**src/hdl/rws_pkg.sv**
```systemverilog
// Shared types and constants for the roulette wheel selector.
package rws_pkg;

	// Width and reset value of the wheel size register.
	localparam int unsigned CFG_BITS  = 8;
	localparam logic [CFG_BITS-1:0] CFG_RESET = 8'd128;

	// Operation codes carried by an input beat.
	localparam logic OP_LOAD = 1'b0;
	localparam logic OP_DRAW = 1'b1;

	// Token travelling from cell to cell during a walk.
	typedef struct packed {
		logic tok;    // token present at this link
		logic found;  // an earlier cell already claimed the walk
	} link_t;

	// Per-cell control, driven from the sequencer.
	typedef struct packed {
		logic wr_en;    // load the broadcast prefix sum into this cell
		logic is_last;  // this cell is the last entry in use
		logic search;   // walk compares against the threshold (else fetches total)
	} cell_ctl_t;

	// Sequencer states, one-hot.
	typedef enum logic [4:0] {
		ST_IDLE   = 5'b00001,
		ST_FETCH  = 5'b00010,
		ST_MUL    = 5'b00100,
		ST_SEARCH = 5'b01000,
		ST_DONE   = 5'b10000
	} state_t;

endpackage

```
**src/hdl/rws_cell.sv**
```systemverilog
// One wheel cell: holds one prefix sum and forwards the walk token to its neighbor.
module rws_cell #(
	parameter int unsigned INDEX = 0,
	parameter int unsigned DW    = 31
) (
	input  logic              clk,
	input  logic              arst_n,
	input  rws_pkg::cell_ctl_t ctl,
	input  logic [DW-1:0]     wr_data,
	input  rws_pkg::link_t    link_in,
	input  logic [DW-1:0]     data_in,
	output rws_pkg::link_t    link_out,
	output logic [DW-1:0]     data_out
);
	import rws_pkg::*;

	logic [DW-1:0] sum_q;
	link_t         link_q;
	logic [DW-1:0] data_q;
	link_t         link_d;
	logic [DW-1:0] data_d;

	// Claim the walk at the first qualifying cell; later cells pass it on.
	always_comb begin
		link_d = link_in;
		data_d = data_in;
		if (link_in.tok && !link_in.found) begin
			if (ctl.search) begin
				if (ctl.is_last || (sum_q >= data_in)) begin
					link_d.found = 1'b1;
					data_d       = DW'(INDEX);
				end
			end else if (ctl.is_last) begin
				link_d.found = 1'b1;
				data_d       = sum_q;
			end
		end
	end

	always_ff @(posedge clk or negedge arst_n) begin
		if (!arst_n) begin
			link_q <= '0;
		end else begin
			link_q <= link_d;
		end
	end

	always_ff @(posedge clk) begin
		data_q <= data_d;
		if (ctl.wr_en) begin
			sum_q <= wr_data;
		end
	end

	assign link_out = link_q;
	assign data_out = data_q;

endmodule

```
**config.mk**
```make
export PLATFORM = sky130hd
export DESIGN_NAME = rws_cell
export DESIGN_NICKNAME = d
export VERILOG_FILES = /design/src/hdl/rws_pkg.sv /design/src/hdl/rws_cell.sv
export SDC_FILE = /design/constraint.sdc
export NUM_CORES = 1
export LEC_CHECK = 0
export BUFFER_PORTS_ARGS = -buffer_cell sky130_fd_sc_hd__buf_2
export CAP_MARGIN = 20
export CORE_UTILIZATION = 51
export DETAILED_ROUTE_END_ITERATION = 10
export GPL_ROUTABILITY_DRIVEN = 0
export PLACE_DENSITY = 0.91
export REMOVE_ABC_BUFFERS = 1
export SLEW_MARGIN = 20
export SYNTH_ARGS = -nofsm -noshare
export SYNTH_HDL_FRONTEND = slang
export SYNTH_SLANG_ARGS = --single-unit
export TNS_END_PERCENT = 1
```
**constraint.sdc**
```tcl
create_clock -name clk -period 2.2 [get_ports clk]
set_input_delay 0.44 -clock clk [delete_from_list [all_inputs] [get_ports clk]]
set_output_delay 0.44 -clock clk [all_outputs]
set_load 0.01 [all_outputs]
```
==> results of run 1 <==
==> sequential cells by signal, indices dropped and copies added, names as in the netlist <==
signal / count
data_out: 31
link_out: 2
sum_q: 31
==> cells by family after synthesis <==
family          Yosys count  share of synthesized area
flops                    64                     0.5085
compound gates           56                     0.1661
buf+inv                  45                    0.06118
mux                      31                    0.09853
fa+ha+maj                31                     0.1232
simple gates             27                    0.04251
==> power by group through the flow <==
stage	Combinational, mW	Sequential (mW)	Clock, mW
after floorplan	0.234	1.44	0
after global placement	0.502	1.42	0
after detailed placement	0.523	1.42	0
after CTS	0.569	1.40	1.28
after global routing	0.655	1.41	1.33
final	0.595	1.40	1.27
==> metal layers <==
metal,part of all wire,vias up
met5,0,-
met4,0.022,0
met3,0.054,17
met1,0.40,1213
li1,-,1226
met2,0.52,90
==> layout by cell type (no fill, tap or decap), drive strengths merged <==
cell type and instances:
o2bb2ai 31, o21ai 4, clkinvlp 1, clkbuf 11
dfrtp 2, o221ai 1, a21oi 12, a221oi 2
nand4 7, nand2 9, a211oi 1, o211ai 2
clkinv 1, nand3 4, edfxtp 31, bufbuf 1
o31ai 1, ha 31, nor3 1, bufinv 3
o311ai 1, nor2 3, buf 139, a21boi 1
nor4 2, dfxtp 31, dlygate4sd3 1, mux2i 31
inv 35, nand3b 1
==> synth_stat cells (3+ instances only) <==
cell	number	area, um2
inv_1	35	131.4
dfxtp_1	31	620.6
edfxtp_1	31	930.9
ha_1	31	387.9
mux2i_1	31	310.3
o2bb2ai_1	21	183.9
a21oi_1	11	55.05
o2bb2ai_2	10	150.1
nand2_1	9	33.78
nand4_1	7	43.79
clkbuf_1	6	22.52
nand3_1	4	20.02
buf_6	3	33.78
nor2_1	3	11.26
==> stage by stage <==
stage	std cells	worst slack, ns	total power, mW
floorplan	244	-0.3515	1.673
global placement	450	-0.1723	1.919
detailed placement	450	-0.2630	1.944
CTS	472	-0.005580	3.249
global route	476	-0.1585	3.394
finish	476	-0.05895	3.262
==> layout make-up <==
class	count	share of cell area
repair buffers	141	0.1954
clock inverters	5	0.02305
multi-input cells	145	0.3371
flip-flops and latches	64	0.3599
well taps	75	0.02109
clock buffers	11	0.03402
inverters	35	0.02952
==> how the worst max path moves through the flow <==
stage                start      endpoint  cells after the start
6_report         sum_q[10]  data_out[18]                     10
5_1_grt          sum_q[10]  data_out[18]                     10
4_1_cts          sum_q[14]   data_out[5]                     10
3_5_place_dp   data_in[20]   data_out[5]                     10
3_3_place_gp   data_in[20]  data_out[17]                     10
2_1_floorplan  data_in[22]   data_out[0]                      8
==> what timing repair did <==
| action | in CTS | in global routing |
|---|---|---|
| gates cloned | 1 | 0 |
| hold endpoints to repair | 2 | 0 |
| setup endpoints to repair | 31 | 31 |
| pin swaps | 7 | 1 |
| hold buffers | 1 | 0 |
| buffers inserted | 4 | 4 |
| gates resized for setup | 12 | 8 |
==> impl_metrics.tcl, run 1 <==
set metrics [dict create \
    met2_usage 0.4373 \
    regArea_mm2 0.001602 \
    wl_per_cell_um 15.82 \
    drt_iter0_drc 65 \
    synth.ff_latch_count 64 \
    crit_fanout 7 \
    insertion_delay_ns 0.35 \
    violations "negative setup slack" \
    cp_top_family "compound AO/OA/AOI/OAI gates" \
    peakVddDrop_mv 0.4835 \
    critPathArrivalTime_ns 2.52 \
    max-cap-violations 0 \
    ys_async_sr_fraction 0.03125 \
    antenna_left 0 \
    nNetsFinal 496 \
    diodes 0 \
    vias 2546 \
    worst-setup-path-type "register to register" \
    drive_gt1_frac 0.4663 \
    cts_root_buf "clkbuf_8" \
    fin_crit_sh 1.027 \
    start_kind "register" \
    finalSetupTns_ns -1.048 \
    io_pins 102 \
    required_ns 2.46 \
    synth_cell_types 31 \
    fill_cells 415 \
    reg2reg_slack_ns -0.06 \
    postLayoutCoreUtil 0.7473 \
    synth-seq-area-share 0.5085 \
    path_clk_slew_ns 0.07 \
    totalWireLength_um 7529 \
    hold_viol_final 0 \
    r2r_start "sum_q[10]" \
    worstRegToRegCells 10 \
    antenna_found_initial 0 \
    dr.pass1.iters 4 \
    switchingPower_mw 0.7908 \
    rsz0062_at_grt "true" \
    placed_area_mm2 0.003943 \
    syn_inst 254 \
    min_path_cells 1 \
    p_leak_nw 2.137 \
    cp_num_buf_inv 3 \
    grt_pass1_vias 2557 \
    multi_input_area_mm2 0.001500 \
    use_met3 0.05114 \
    fmax_mhz 442.7 \
    slowest_delay_ns 0.44 \
    h-tree-depth 3 \
    p_int_mw 2.471 \
    drcViolationCount 0 \
    slew_viol_final 0 \
    cts_tree "built" \
    finalWorstSetupSlack_ns -0.05895 \
    slew_headroom 0.4745 \
    die_y_um 80.58 \
    fin_hold_ws_ns 0.2618 \
    min_to "sum_q[17]" \
    synth_flop_cell "edfxtp_1" \
    yosysWarnings 0 \
    clock_skew_ns 0.01086 \
    cp_slowest_cell "edfxtp_1" \
    area_delta_synth_final_pct 41.32 \
    cts_sinks 64 \
    cp-end-kind "register" \
    grt_max_degree 33 \
    grt_overflow 0 \
    p_clk_frac 0.389 \
    worst_r2r_endpoint "data_out[18]" \
    die_area_mm2 0.006493 \
    start_util 0.5288 \
    path_cells "ha_4 -> a21oi_1 -> o21ai_1 -> a221oi_1 -> buf_4 -> a21boi_4 -> o311ai_4 -> buf_6 -> buf_6 -> o2bb2ai_1" \
    use_met1 0.2586 \
    globalRoute.busiestLayer "met2" \
    finalSetupViolations 31 \
    design_area_mm2 0.004451 \
    run_status "finished with violations" \
    syn_avg_cell_area_um2 12.40 \
    grt_first_pass_wirelength_um 11340 \
    min_from "wr_data[17]" \
    tightest_slew_ns 0.7882 \
    port_buffers 101 \
    grtUsageTotal 0.2404 \
    cts_buffer_depth 2 \
    p_comb_frac 0.182 \
    p_seq_frac 0.429 \
    cp_common_cell "buf_6" \
    hp-class "input pin to register" \
    core-area_mm2 0.005956 \
    viasPerCell 5.349 \
    swShare 0.2424 \
    cts_buffers 9 \
    powerDensity_mw_per_mm2 733.0 \
    syn-cell-area_mm2 0.003149 \
    min_period_ns 2.259 \
    synth_edf_count 31 \
    die_w_um 80.58 \
    hpwl_um 5124 \
    placementRows 28 \
]
Note: power is estimated with default switching activity, not from simulation.
==> run 2: changes to the inputs <==
Settings changed: BUFFER_PORTS_ARGS -buffer_cell sky130_fd_sc_hd__buf_2 to -buffer_cell sky130_fd_sc_hd__buf_4, CAP_MARGIN 20 to 25.
==> impl_metrics.tcl, run 2 (synthesized netlist as in run 1, its figures left out) <==
set metrics [dict create \
    run_status "finished with violations" \
    violations "negative setup slack" \
    p_clk_frac 0.330 \
    grt_pass1_vias 2657 \
    port_buffers 101 \
    h-tree-depth 3 \
    p_comb_frac 0.218 \
    fill_cells 358 \
    fin_hold_ws_ns 0.2743 \
    critPathArrivalTime_ns 2.54 \
    start_util 0.5288 \
    vias 2571 \
    path_clk_slew_ns 0.07 \
    cp_top_family "compound AO/OA/AOI/OAI gates" \
    crit_path_start "sum_q[25]" \
    fin_crit_sh 1.034 \
    p_seq_frac 0.453 \
    r2r_start "sum_q[25]" \
    cts_buffers 9 \
    grtUsageTotal 0.2540 \
    grt_max_degree 33 \
    die_area_mm2 0.006493 \
    hpwl_um 5445 \
    powerDensity_mw_per_mm2 663.9 \
    antenna_left 0 \
    slew_headroom 0.6240 \
    p_int_mw 2.306 \
    viasPerCell 5.413 \
    max-cap-violations 0 \
    cp_common_cell "buf_4" \
    die_y_um 80.58 \
    p_leak_nw 2.192 \
    hp-class "input pin to register" \
    cp_slowest_cell "edfxtp_1" \
    final_common_cell "buf_4" \
    totalWireLength_um 8389 \
    cts_root_buf "clkbuf_8" \
    peakVddDrop_mv 0.5201 \
    die_w_um 80.58 \
    worst_r2r_endpoint "data_out[9]" \
    final_cell_mix "buf_4, inv_1, mux2i_1, dfxtp_1, edfxtp_1" \
    nNetsFinal 495 \
    cts_buffer_depth 2 \
    min_path_cells 1 \
    min_from "wr_data[12]" \
    cp-end-kind "register" \
    clock_skew_ns 0.008837 \
    grt_first_pass_wirelength_um 12130 \
    core-area_mm2 0.005956 \
    dr.pass1.iters 4 \
    cts_tree "built" \
    finalWorstSetupSlack_ns -0.07450 \
    placed_area_mm2 0.004188 \
    reg2reg_slack_ns -0.07 \
    antenna_found_initial 0 \
    required_ns 2.47 \
    hold_viol_final 0 \
    crit_fanout 8 \
    worstRegToRegCells 10 \
    wl_per_cell_um 17.66 \
    cts_sinks 64 \
    drive_gt1_frac 0.4625 \
    cp_num_buf_inv 4 \
    multi_input_area_mm2 0.001538 \
    postLayoutCoreUtil 0.7847 \
    min_to "sum_q[12]" \
    fmax_mhz 439.7 \
    switchingPower_mw 0.7964 \
    drt_iter0_drc 86 \
    tightest_slew_ns 0.5640 \
    placementRows 28 \
    grt_overflow 0 \
    swShare 0.2567 \
    io_pins 102 \
    min_period_ns 2.274 \
    regArea_mm2 0.001602 \
    drcViolationCount 0 \
    slew_viol_final 0 \
    diodes 0 \
    insertion_delay_ns 0.34 \
    start_kind "register" \
    rsz0062_at_grt "true" \
    design_area_mm2 0.004673 \
    area_delta_synth_final_pct 48.39 \
    place_ws_ns -0.2335 \
    path_cells "ha_4 -> nand4_1 -> buf_4 -> inv_1 -> a221oi_2 -> o211ai_2 -> o311ai_4 -> buf_4 -> buf_16 -> o2bb2ai_1" \
    worst-setup-path-type "register to register" \
    slowest_delay_ns 0.44 \
    finalSetupViolations 31 \
]
run 2: worst max-delay path by stage:
stage	to	slack, ns	depth (start not counted)
after global placement	data_out[17]	-0.17	11
after floorplan	data_out[0]	-0.35	8
final	data_out[9]	-0.07	10
after global routing	data_out[9]	-0.16	10
after detailed placement	data_out[5]	-0.23	9
after CTS	data_out[5]	-0.02	8
run 2: per-layer routing:
metal	GRT usage	vias up	routed length [um]
met3	0.06023	17	476
met2	0.4619	98	4509
met4	0.1036	0	124
li1	-	1233	-
met1	0.2806	1223	3279
met5	0	-	0
run 2: layout make-up:
cell class,count,area share
clock buffers,13,0.03400
clock inverters,3,0.008568
inverters,35,0.02811
multi-input cells,145,0.3290
flip-flops and latches,64,0.3427
well taps,75,0.02008
repair buffers,140,0.2375
run 2: repair_timing:
action | 4_1_cts | 5_1_grt
pin swaps | 9 | 6
hold endpoints to repair | 2 | 0
hold buffers | 1 | 0
cloned | 1 | 0
gates resized for setup | 17 | 7
setup buffers | 3 | 5
setup endpoints to repair | 31 | 32
run 2: power by group through the flow:
| stage | registers (mW) | clock network [mW] | logic [mW] |
|---|---|---|---|
| CTS | 1.40 | 1.02 | 0.641 |
| floorplan | 1.44 | 0 | 0.234 |
| finish | 1.40 | 1.02 | 0.676 |
| global route | 1.41 | 1.07 | 0.734 |
| global placement | 1.42 | 0 | 0.561 |
| detailed placement | 1.42 | 0 | 0.586 |
run 2: per-stage QoR:
step	cells	TNS, ns	total power, mW
after floorplan	244	-10.50	1.673
after global placement	449	-5.099	1.980
after detailed placement	449	-6.496	2.010
after CTS	470	-0.02407	3.067
after global routing	475	-3.806	3.222
final	475	-1.081	3.103
==> run 3: changes to the inputs <==
Settings changed: CORE_ASPECT_RATIO from default to 1.75.
==> impl_metrics.tcl, run 3 (synthesized netlist as in run 1, its figures left out) <==
set metrics [dict create \
    min_from "link_in[1]" \
    start_util 0.5315 \
    viasPerCell 5.357 \
    grt_overflow 0 \
    use_met3 0.06691 \
    drt_iter0_drc 134 \
    grt_first_pass_wirelength_um 11870 \
    clock_skew_ns 0.006583 \
    powerDensity_mw_per_mm2 629.2 \
    cp-end-kind "register" \
    min_path_cells 1 \
    crit_fanout 17 \
    cts_root_buf "clkbuf_8" \
    max-cap-violations 0 \
    antenna_found_initial 0 \
    slew_headroom 0.6290 \
    placementRows 37 \
    die_y_um 106.0 \
    die_area_mm2 0.006505 \
    grtUsageTotal 0.2558 \
    postLayoutCoreUtil 0.7644 \
    fin_crit_sh 0.9988 \
    use_met1 0.2484 \
    drive_gt1_frac 0.4372 \
    hpwl_um 5626 \
    p_int_mw 2.111 \
    diodes 0 \
    p_leak_nw 2.122 \
    area_delta_synth_final_pct 43.82 \
    path_clk_slew_ns 0.06 \
    die_w_um 61.40 \
    cts_buffers 9 \
    place_ws_ns -0.2424 \
    swShare 0.2592 \
    grt_max_degree 33 \
    grt_pass1_vias 2773 \
    required_ns 2.42 \
    finalSetupViolations 0 \
    vias 2550 \
    start_kind "register" \
    worst_r2r_endpoint "data_out[6]" \
    globalRoute.busiestLayer "met2" \
    min_period_ns 2.197 \
    dr.pass1.iters 4 \
    fmax_mhz 455.1 \
    final_cell_mix "buf_4, inv_1, mux2i_1, dfxtp_1, edfxtp_1" \
    insertion_delay_ns 0.34 \
    h-tree-depth 3 \
    reg2reg_slack_ns 0.003 \
    totalWireLength_um 7556 \
    p_comb_frac 0.221 \
    hp-class "input pin to register" \
    wl_per_cell_um 15.87 \
    critPathArrivalTime_ns 2.41 \
    antenna_left 0 \
    cts_sinks 64 \
    r2r_start "sum_q[20]" \
    finalWorstSetupSlack_ns 0.002637 \
    hold_viol_final 0 \
    final_common_cell "buf_4" \
    core-area_mm2 0.005926 \
    run_status "finished, final reports clean" \
    switchingPower_mw 0.7388 \
    met2_usage 0.4379 \
    worst-setup-path-type "register to register" \
    post_cts_buffers 0 \
    io_pins 102 \
    port_buffers 101 \
    p_seq_frac 0.493 \
    p_clk_frac 0.286 \
    cts_tree "built" \
    worstRegToRegCells 8 \
    power_mw 2.850 \
    nNetsFinal 494 \
    tightest_slew_ns 0.5565 \
    slew_viol_final 0 \
    min_to "link_out[1]" \
    cts_buffer_depth 2 \
    peakVddDrop_mv 0.4926 \
    rsz0062_at_grt "true" \
    drcViolationCount 0 \
]
[run 3: cell count changes in the layout (fill, tap and decap cells not counted), moves of 2 or more]
cell and change:
buf_4 +2, a21oi_2 -2, clkinv_2 -2, a21oi_1 +2, clkbuf_1 +4, buf_6 -3, clkbuf_8 -2, nor4_4 -2
[run 3: per-layer routing]
metal,vias to the layer above,share of wire
met5,-,0
met4,0,0.062
met3,35,0.043
met2,89,0.55
met1,1198,0.34
li1,1228,-
[run 3: power by group through the flow]
stage / combinational [mW] / sequential [mW] / clock [mW]
2_1_floorplan: 0.234 / 1.44 / 0
3_3_place_gp: 0.573 / 1.42 / 0
3_5_place_dp: 0.602 / 1.43 / 0
4_1_cts: 0.631 / 1.40 / 0.843
5_1_grt: 0.691 / 1.41 / 0.869
6_report: 0.631 / 1.41 / 0.814
[run 3: worst max path at each step]
stage,start,end,slack [ns]
2_1_floorplan,data_in[22],data_out[0],-0.35
3_3_place_gp,data_in[10],data_out[30],-0.15
3_5_place_dp,data_in[10],data_out[6],-0.24
4_1_cts,sum_q[26],data_out[4],0.001
5_1_grt,sum_q[20],data_out[10],-0.11
6_report,sum_q[20],data_out[6],0.003
[run 3: timing repair]
action,4_1_cts,5_1_grt
hold endpoints to repair,2,0
pin swaps,3,1
gates resized for setup,11,1
hold buffers,1,0
endpoints found under the setup margin,31,31
[run 3: layout make-up]
cell class	count	area, um2
Inverter	35	131.4
Clock buffer	15	146.4
Tap cell	78	97.59
Fill cell	418	1396
Timing Repair Buffer	139	1084
Multi-Input combinational cell	145	1469
Sequential cell	64	1602
[run 3: through the flow]
stage	std cells	TNS, ns	area [um2]	hold WS, ns
after floorplan	244	-10.50	3088	0.1444
after global placement	460	-4.392	4259	0.2226
after detailed placement	460	-6.393	4259	0.2250
after CTS	476	0	4517	0.2316
after global routing	476	-2.645	4529	0.2407
final	476	0	4529	0.2544
[run 3: worst max-delay path: stages, from the launching register on]
cell and delay [ns]:
edfxtp_1 0.42, ha_1 0.32, nand4_1 0.16, nor4_2 0.32, buf_4 0.15, a21boi_2 0.21, o311ai_4 0.16, buf_12 0.19
o2bb2ai_1 0.13
