`config.mk`:
```
export PLATFORM = sky130hd
export DESIGN_NAME = rws_ctrl
export DESIGN_NICKNAME = d
export VERILOG_FILES = /design/src/hdl/rws_pkg.sv /design/src/hdl/rws_ctrl.sv
export SDC_FILE = /design/constraint.sdc
export NUM_CORES = 1
export LEC_CHECK = 0
export BUFFER_PORTS_ARGS = -buffer_cell sky130_fd_sc_hd__buf_4
export CAP_MARGIN = 40
export CORE_ASPECT_RATIO = 0.75
export CORE_MARGIN = 8
export CORE_UTILIZATION = 30
export CTS_CLUSTER_SIZE = 30
export DETAILED_ROUTE_END_ITERATION = 10
export GPL_TIMING_DRIVEN = 0
export MAX_ROUTING_LAYER = met4
export PLACE_DENSITY = 0.58
export SETUP_SLACK_MARGIN = 0.4
export SKIP_CTS_REPAIR_TIMING = 1
export SLEW_MARGIN = 20
export SYNTH_ARGS = -nofsm -noshare
export SYNTH_HDL_FRONTEND = slang
export SYNTH_SLANG_ARGS = --single-unit
```
`constraint.sdc`:
```
create_clock -name clk -period 6.39 [get_ports clk]
set_clock_uncertainty 0.05 [all_clocks]
set_input_delay 0.3195 -clock clk [delete_from_list [all_inputs] [get_ports clk]]
set_output_delay 0.3195 -clock clk [all_outputs]
set_load 0.005 [all_outputs]
```
`src/hdl/rws_pkg.sv`:
```
// Shared types and constants for the roulette wheel selector.
package rws_pkg;

	// Width and reset value of the wheel size register.
	localparam int unsigned CFG_BITS  = 8;
	localparam logic [CFG_BITS-1:0] CFG_RESET = 8'd128;

	// Operation codes carried by an input beat.
	localparam logic OP_LOAD = 1'b0;
	localparam logic OP_DRAW = 1'b1;

	// Token travelling from cell to cell during a walk.
	typedef struct packed {
		logic tok;    // token present at this link
		logic found;  // an earlier cell already claimed the walk
	} link_t;

	// Per-cell control, driven from the sequencer.
	typedef struct packed {
		logic wr_en;    // load the broadcast prefix sum into this cell
		logic is_last;  // this cell is the last entry in use
		logic search;   // walk compares against the threshold (else fetches total)
	} cell_ctl_t;

	// Sequencer states, one-hot.
	typedef enum logic [4:0] {
		ST_IDLE   = 5'b00001,
		ST_FETCH  = 5'b00010,
		ST_MUL    = 5'b00100,
		ST_SEARCH = 5'b01000,
		ST_DONE   = 5'b10000
	} state_t;

endpackage

```
`src/hdl/rws_ctrl.sv`:
```
// Sequencer: load bookkeeping, walk launch, threshold multiply and result register.
module rws_ctrl #(
	parameter int unsigned MAX_ENTRIES = 128,
	parameter int unsigned WEIGHT_BITS = 24,
	parameter int unsigned RANDOM_BITS = 16,
	parameter int unsigned IDX_W       = $clog2(MAX_ENTRIES),
	parameter int unsigned DW          = WEIGHT_BITS + $clog2(MAX_ENTRIES)
) (
	input  logic                          clk,
	input  logic                          arst_n,
	input  logic                          in_valid,
	output logic                          in_ready,
	input  logic                          operation,
	input  logic [WEIGHT_BITS-1:0]        weight,
	input  logic [RANDOM_BITS-1:0]        random_fraction,
	output logic                          out_valid,
	input  logic                          out_ready,
	output logic [IDX_W-1:0]              selected_index,
	input  logic                          cfg_valid,
	output logic                          cfg_ready,
	input  logic [rws_pkg::CFG_BITS-1:0]  entries_in_use,
	output rws_pkg::link_t                head_link,
	output logic [DW-1:0]                 head_data,
	input  rws_pkg::link_t                end_link,
	input  logic [DW-1:0]                 end_data,
	output logic                          wr_en,
	output logic [IDX_W-1:0]              wr_pos,
	output logic [DW-1:0]                 wr_data,
	output logic [IDX_W-1:0]              last,
	output logic                          search
);
	import rws_pkg::*;

	localparam int unsigned LW = (IDX_W + 1 > CFG_BITS) ? IDX_W + 1 : CFG_BITS;
	localparam int unsigned PW = RANDOM_BITS + DW;

	state_t                 state_q;
	logic [CFG_BITS-1:0]    cfg_q;
	logic [IDX_W-1:0]       pos_q;
	logic [DW-1:0]          run_q;
	logic [RANDOM_BITS-1:0] frac_q;
	logic [DW-1:0]          total_q;
	logic                   head_tok_q;
	logic [DW-1:0]          head_data_q;
	logic [IDX_W-1:0]       res_q;
	logic                   out_valid_q;
	logic [IDX_W-1:0]       out_idx_q;

	logic [LW-1:0]    cfg_ext;
	logic [IDX_W-1:0] pos_eff;
	logic [DW-1:0]    base;
	logic [DW:0]      sum_w;
	logic [DW-1:0]    sum_sat;
	logic [PW-1:0]    prod;
	logic             in_fire;
	logic             slot_free;

	// Clamp the wheel size to 1..MAX_ENTRIES and express it as the last index.
	always_comb begin
		cfg_ext = LW'(cfg_q);
		if (cfg_ext == '0) begin
			last = '0;
		end else if (cfg_ext > LW'(MAX_ENTRIES)) begin
			last = IDX_W'(MAX_ENTRIES - 1);
		end else begin
			last = IDX_W'(cfg_ext - LW'(1));
		end
	end

	// Wrap a stale position, restart the running sum at position zero, saturate.
	always_comb begin
		pos_eff = (pos_q > last) ? '0 : pos_q;
		base    = (pos_eff == '0) ? '0 : run_q;
		sum_w   = {1'b0, base} + (DW + 1)'(weight);
		sum_sat = sum_w[DW] ? '1 : sum_w[DW-1:0];
	end

	assign prod      = PW'(frac_q) * PW'(total_q);
	assign in_ready  = (state_q == ST_IDLE);
	assign cfg_ready = (state_q == ST_IDLE);
	assign in_fire   = in_valid && in_ready;
	assign slot_free = !out_valid_q || out_ready;

	assign wr_en   = in_fire && (operation == OP_LOAD);
	assign wr_pos  = pos_eff;
	assign wr_data = sum_sat;
	assign search  = (state_q == ST_SEARCH);

	assign head_link.tok   = head_tok_q;
	assign head_link.found = 1'b0;
	assign head_data       = head_data_q;

	assign out_valid      = out_valid_q;
	assign selected_index = out_idx_q;

	always_ff @(posedge clk or negedge arst_n) begin
		if (!arst_n) begin
			state_q     <= ST_IDLE;
			cfg_q       <= CFG_RESET;
			pos_q       <= '0;
			run_q       <= '0;
			head_tok_q  <= 1'b0;
			out_valid_q <= 1'b0;
		end else begin
			// Launch a walk for a new draw and again once the threshold is ready.
			head_tok_q <= (in_fire && (operation == OP_DRAW)) || (state_q == ST_MUL);
			if (cfg_valid && cfg_ready) begin
				cfg_q <= entries_in_use;
			end
			if ((state_q == ST_DONE) && slot_free) begin
				out_valid_q <= 1'b1;
			end else if (out_ready) begin
				out_valid_q <= 1'b0;
			end
			unique case (state_q)
				ST_IDLE: begin
					if (in_fire) begin
						if (operation == OP_LOAD) begin
							run_q <= sum_sat;
							pos_q <= (pos_eff == last) ? '0 : pos_eff + IDX_W'(1);
						end else begin
							state_q <= ST_FETCH;
						end
					end
				end
				ST_FETCH: begin
					if (end_link.tok) begin
						state_q <= ST_MUL;
					end
				end
				ST_MUL: begin
					state_q <= ST_SEARCH;
				end
				ST_SEARCH: begin
					if (end_link.tok) begin
						state_q <= ST_DONE;
					end
				end
				ST_DONE: begin
					if (slot_free) begin
						state_q <= ST_IDLE;
					end
				end
				default: begin
					state_q <= ST_IDLE;
				end
			endcase
		end
	end

	// Datapath registers, no reset needed.
	always_ff @(posedge clk) begin
		if (in_fire) begin
			frac_q <= random_fraction;
		end
		if ((state_q == ST_FETCH) && end_link.tok) begin
			total_q <= end_data;
		end
		if (state_q == ST_MUL) begin
			head_data_q <= prod[RANDOM_BITS +: DW];
		end
		if ((state_q == ST_SEARCH) && end_link.tok) begin
			res_q <= end_data[IDX_W-1:0];
		end
		if ((state_q == ST_DONE) && slot_free) begin
			out_idx_q <= res_q;
		end
	end

endmodule

```
==> results by group, run 1 <==
Status
  • Status: complete, but fails checks
  • Failing checks: setup timing

Floorplanning
  • CORE AREA: 74900 um^2
  • Die W: 333 um
  • Num ports: 177
  • Die extent in y: 254 um
  • Row cnt: 87
  • Initial Utilization: 0.302
  • Die area: 84500 um^2

CTS
  • Total CTS buffers: 17
  • Clock Root Buffer: clkbuf_16
  • Clk sinks: 145
  • Max clock buf depth: 2
  • CTS tree: yes
  • H-tree Lvls: 4
  • Clock-pin slew of the registers on the worst-case setup and hold paths: 0.08 ns
  • Skew-Pair Late Insertion Delay: 0.48 ns

Timing
  • Slew headroom: 0.114
  • Final setup vio count: 11
  • Tcrit/Tclk final: 1.04
  • Final Hold Viols: 0
  • Final setup margin: -0.229 ns
  • Slew @ Worst Pin: 1.31 ns
  • Fin crit period: 6.62 ns
  • Fmax: 151 MHz
  • Fin. max-slew vios: 0
  • RSZ-0062 raised after global routing: yes

Logic synthesis
  • Mapped Cells: 2402
  • Sequential fraction of the synthesis area: 0.181
  • Top_reg_cell synth: edfxtp_1
  • Seq cells post-synth: 145
  • Syn Area/Cell: 9.42 um^2
  • Post-synth EDFFs: 92
  • Post-synth ARST share: 0.366
  • Distinct cells, synth: 75
  • Synth Cell Area: 22600 um^2
  • Synthesized Nets: 3044
  • Ys Warns: 0

Final layout
  • Fin nets: 3434
  • Most frequent cells in the layout: 451 x inv_1, 388 x fa_1, 346 x nand2_1, 298 x buf_4, 228 x and2_1
  • Area growth, synth to finish: 29.2%
  • Post-layout instance area: 29200 um^2
  • Non-Filler Instances: 3785
  • Most common cell after layout, fill and taps aside: inv_1
  • Share of cells above drive strength 1: 0.245

Routing
  • 1st-pass router iterations: 5
  • Vias per cell: 4.81
  • DRC errors left: 0
  • Routed length per placed instance: 19.3 um
  • Post-route ant nets: 0
  • Via count: 18.2k
  • Total routed wirelength: 72900 um
  • DRT iter0 DRCs: 1459

GRT
  • Total global-route track usage: 0.172
  • First-pass GRT wire length: 108000 um
  • Largest net degree at the start of global routing: 54
  • Initial antenna violation count: 1
  • Global route overflow: 0
  • Vias in the first global route: 17.5k

Worst setup path
  • RR Startpoint: frac_q[4]$_DFFE_PP_
  • R2R Setup Slk: -0.23 ns
  • Capture point of the worst path: head_data[30]$_DFFE_PP_
  • CP Depth: 26
  • WP data arrival: 6.80 ns
  • Crit end category: register
  • Slowest cell on crit path: fa_1
  • Crit path max-delay family: adder cells
  • Cell mode on critical path: buf_6
  • CP Launch Type: register
  • Reg-to-Reg End: head_data[30]$_DFFE_PP_
  • Number of buffer and inverter stages on the critical path: 9
  • Worst Setup SP: frac_q[4]$_DFFE_PP_
  • Critical Path RT: 6.57 ns
  • Kind of critical path: register to register
  • Critical Path Max Stage Delay: 0.54 ns
  • CP max FO: 8
  • R2r worst-path depth: 26

Hold path
  • Worst hold path type: input port to register

Placed design
  • Post-DP Area: 25400 um^2
  • Gp weighted congestion: 0.941
  • # placed instances: 3560
  • Port Buffer Count: 174
  • Post-DP HPWL: 57900 um

Flow run
  • Maxcap violations: 0
per-layer routing:
layer,part of all wire,global-route usage,vias up
li1,-,-,8252
met1,0.47,0.249,9157
met2,0.41,0.226,716
met3,0.10,0.0612,63
met4,0.015,0.0378,0
met5,0,-,-
worst min-delay path by stage:
stage	startpoint	end	slack, ns	cells after the start
after floorplan	arst_n	cfg_ext[0]$_DFFE_PN0P_	-0.03	0
after global placement	res_q[2]$_DFFE_PP_	selected_index[2]$_DFFE_PP_	0.35	0
after detailed placement	res_q[1]$_DFFE_PP_	selected_index[1]$_DFFE_PP_	0.36	0
after CTS	arst_n	run_q[3]$_DFFE_PN0P_	-0.13	1
after global routing	end_data[5]	res_q[5]$_DFFE_PP_	0.001	1
final	end_data[5]	res_q[5]$_DFFE_PP_	0.02	1
registers in the layout, indices dropped and copies added, names as in the netlist:
register / count
total_q: 31
out_valid: 1
selected_index: 7
head_data: 31
state_q: 5
frac_q: 16
cfg_ext: 8
res_q: 7
head_tok_q: 1
pos_q: 7
run_q: 31
synthesized netlist by cell type, types with 6 or more instances:
cell      number  area share
inv_1        461       0.076
a31oi_1       19      0.0053
clkbuf_1      96       0.016
nor3_1        19      0.0042
nand4_1       15      0.0041
nand2_1      370       0.061
a21oi_1       78       0.017
dfrtp_1       51       0.056
a21o_1        33       0.011
and2_1       240       0.066
ha_1         151       0.084
o21ai_0       50       0.011
o21bai_1       9      0.0030
mux2_2        21       0.010
o211ai_1      10      0.0033
nor2b_1        7      0.0019
a211oi_1       7      0.0023
edfxtp_1      92        0.12
o22ai_1        6      0.0017
nand2b_1       8      0.0022
fa_1         404        0.36
o21a_1        12      0.0040
nor2_1        48      0.0080
xnor2_1       41       0.016
xor2_1        20      0.0077
nand3_1       27      0.0060
and3_1        14      0.0039
layout make-up:
| type | count | area, um^2 |
|---|---|---|
| buffer | 106 | 856 |
| sequential | 145 | 4090 |
| multi-input combinational | 1689 | 17700 |
| inverter | 463 | 1740 |
| fill | 7440 | 45700 |
| timing repair buffer | 370 | 3100 |
| clock inverter | 12 | 113 |
| clock buffer | 20 | 447 |
| tap | 979 | 1220 |
| antenna | 1 | 2.50 |
per-stage QoR:
stage | TNS (ns) | setup slack, ns | hold slack, ns | util
2_1_floorplan | 0 | 0.397 | -0.0261 | -
3_3_place_gp | -61.66 | -1.29 | 0.352 | 0.339
3_5_place_dp | -55.51 | -1.28 | 0.361 | 0.339
4_1_cts | -74.07 | -1.56 | -0.132 | 0.347
5_1_grt | -8.32 | -0.429 | 0.00113 | 0.390
6_report | -1.18 | -0.229 | 0.0236 | 0.390
logic make-up after synthesis:
logic type	Yosys count	synth area share
and+or+nand+nor	774	0.167
buffers and inverters	569	0.0964
adders and majority gates	555	0.441
AOI/OAI and AO/OA	275	0.0795
DFF	145	0.181
xor gates and xnor gates	61	0.0236
muxes	22	0.0109
other	1	0.000166
Power of run 1 is left out: the tool's default activity adds up to more than one toggle a clock period on the data nets, which glitch-free logic cannot reach.
==> inputs of run 2 (changes only) <==
CORE_UTILIZATION = 40   (was 30)
PLACE_DENSITY = 0.7   (was 0.58)
==> run 2 against run 1 <==
  * The flow still finishes with violations (setup timing)
  * Global-route usage up 5.5 points
  * Design area about the same
  * Die area down 24%
==> results by group, run 2 (synthesis gave the netlist of run 1 again) <==
Status
  • Status: complete, but fails checks (unchanged)
  • Failing checks: setup timing (unchanged)

Timing
  • Final Hold Viols: 0 (unchanged)
  • Slew headroom: 0.194 (was 0.114)
  • Final setup margin: -0.392 ns (was -0.229 ns)
  • WHS: 0.00375 ns (was 0.0236 ns)
  • Tcrit/Tclk final: 1.06 (was 1.04)
  • Fmax: 147 MHz (was 151 MHz)
  • Fin. max-slew vios: 0 (unchanged)
  • RSZ-0062 raised after global routing: yes (unchanged)
  • Fin crit period: 6.78 ns (was 6.62 ns)
  • Final setup vio count: 41 (was 11)
  • Slew @ Worst Pin: 1.19 ns (was 1.31 ns)

CTS
  • Skew-Pair Late Insertion Delay: 0.52 ns (was 0.48 ns)
  • H-tree Lvls: 4 (unchanged)
  • Max clock buf depth: 2 (unchanged)
  • Clock Root Buffer: clkbuf_16 (unchanged)
  • Clk sinks: 145 (unchanged)
  • CTS tree: yes (unchanged)
  • Total CTS buffers: 17 (unchanged)
  • Clock-pin slew of the registers on the worst-case setup and hold paths: 0.07 ns (was 0.08 ns)

Hold path
  • Worst hold path type: input port to register (unchanged)
  • Hold Path Sink: state_q[0]$_DFFE_PN1P_ (was res_q[5]$_DFFE_PP_)
  • Hold path cells: 4 (was 1)
  • Hold Startpoint: in_valid (was end_data[5])

Final layout
  • Share of cells above drive strength 1: 0.250 (was 0.245)
  • Multi-input logic area: 17700 um^2 (about the same)
  • Post-layout instance area: 29200 um^2 (about the same)
  • Most common cell after layout, fill and taps aside: inv_1 (unchanged)
  • Most frequent cells in the layout: 448 x inv_1, 395 x fa_1, 345 x nand2_1, 291 x buf_4, 227 x and2_1 (was 451 x inv_1, 388 x fa_1, 346 x nand2_1, 298 x buf_4, 228 x and2_1)
  • Area growth, synth to finish: 29.2% (about the same)
  • Fillers: 4902 (was 7440)
  • Fin nets: 3446 (was 3434)
  • Sequential cell area: 4100 um^2 (was 4090 um^2)

Floorplanning
  • Initial Utilization: 0.404 (was 0.302)
  • Num ports: 177 (unchanged)
  • Die W: 291 um (was 333 um)
  • CORE AREA: 55900 um^2 (was 74900 um^2)
  • Row cnt: 75 (was 87)
  • Die area: 64500 um^2 (was 84500 um^2)
  • Die extent in y: 222 um (was 254 um)

Worst setup path
  • CP Launch Type: register (unchanged)
  • Critical Path RT: 6.56 ns (was 6.57 ns)
  • CP max FO: 8 (unchanged)
  • R2R Setup Slk: -0.39 ns (was -0.23 ns)
  • R2r worst-path depth: 24 (was 26)
  • Kind of critical path: register to register (unchanged)
  • WP data arrival: 6.95 ns (was 6.80 ns)
  • Reg-to-Reg End: head_data[30]$_DFFE_PP_ (unchanged)
  • Crit end category: register (unchanged)
  • RR Startpoint: total_q[8]$_DFFE_PP_ (was frac_q[4]$_DFFE_PP_)

GRT
  • Total global-route track usage: 0.227 (was 0.172)
  • Initial antenna violation count: 2 (was 1)
  • Vias in the first global route: 18.8k (was 17.5k)
  • Largest net degree at the start of global routing: 54 (unchanged)
  • First-pass GRT wire length: 109000 um (was 108000 um)
  • Global route overflow: 0 (unchanged)

Routing
  • DRT iter0 DRCs: 1620 (was 1459)
  • Total routed wirelength: 75800 um (was 72900 um)
  • Routed length per placed instance: 21.3 um (was 19.3 um)
  • Vias per cell: 5.32 (was 4.81)
  • Post-route ant nets: 0 (unchanged)
  • Via count: 18.9k (was 18.2k)
  • 1st-pass router iterations: 5 (unchanged)
  • DRC errors left: 0 (unchanged)

Placed design
  • Post-DP Area: 25200 um^2 (was 25400 um^2)
  • Gp weighted congestion: 0.986 (was 0.941)
  • Post-DP HPWL: 57000 um (was 57900 um)
  • Port Buffer Count: 174 (unchanged)

Flow run
  • Maxcap violations: 0 (unchanged)
==> run 2: changes by cell type in the layout (fill, tap and decap cells not counted), moves of 5 or more <==
cell	previous run	this run
ha_1	123	116
dlygate4sd3_1	46	57
clkbuf_4	23	29
a21oi_1	52	46
fa_1	388	395
fa_2	16	9
o21ai_2	16	22
buf_4	298	291
nand2_2	3	8
==> run 2: worst max path at each step <==
stage	startpoint	to	cells after the start
6_report	total_q[8]$_DFFE_PP_	head_data[30]$_DFFE_PP_	24
5_1_grt	frac_q[4]$_DFFE_PP_	head_data[30]$_DFFE_PP_	24
3_3_place_gp	frac_q[11]$_DFFE_PP_	head_data[27]$_DFFE_PP_	21
3_5_place_dp	frac_q[11]$_DFFE_PP_	head_data[27]$_DFFE_PP_	21
2_1_floorplan	frac_q[4]$_DFFE_PP_	head_data[30]$_DFFE_PP_	22
4_1_cts	cfg_ext[2]$_DFFE_PN0P_	wr_data[28]	26
==> run 2: final cells by class <==
cell class / count / area share
multi-input combinational: 1689 / 0.607
sequential: 145 / 0.140
timing repair buffer: 382 / 0.113
inverter: 463 / 0.0595
tap: 731 / 0.0313
buffer: 106 / 0.0295
clock buffer: 18 / 0.0147
clock inverter: 14 / 0.00484
antenna: 4 / 0.000342
==> run 2: through the flow <==
step | util | setup WS, ns | std cells | setup TNS (ns)
3_5_place_dp | 0.450 | -1.48 | 3314 | -58.16
5_1_grt | 0.522 | -0.538 | 3550 | -11.77
3_3_place_gp | 0.448 | -1.37 | 3307 | -53.44
4_1_cts | 0.460 | -1.57 | 3346 | -78.09
2_1_floorplan | - | 0.397 | 2402 | 0
6_report | 0.523 | -0.392 | 3552 | -4.99
==> run 2: critical path, stage by stage (launching register included) <==
cell and delay [ns]:
edfxtp_1 0.59, buf_6 0.22, buf_4 0.14, nand2_1 0.06
fa_1 0.48, fa_1 0.58, fa_1 0.45, fa_1 0.56
inv_1 0.05, fa_1 0.48, inv_1 0.05, fa_1 0.47
inv_1 0.06, ha_4 0.28, nand4_1 0.22, a2111oi_4 0.40
a211oi_2 0.13, a21oi_2 0.17, buf_6 0.15, a2111oi_4 0.07
buf_6 0.15, o31ai_4 0.22, a22oi_2 0.16, o21ai_2 0.20
xnor2_2 0.11
==> run 2: layer usage <==
layer	vias to the layer above	share of wire	wire length [um]	GRT usage
met2	990	0.43	32200	0.310
met5	-	0	0	-
met4	0	0.023	1760	0.0650
li1	8292	-	-	-
met3	108	0.13	9620	0.0956
met1	9503	0.42	32200	0.304
Power of run 2 is left out for the same reason.
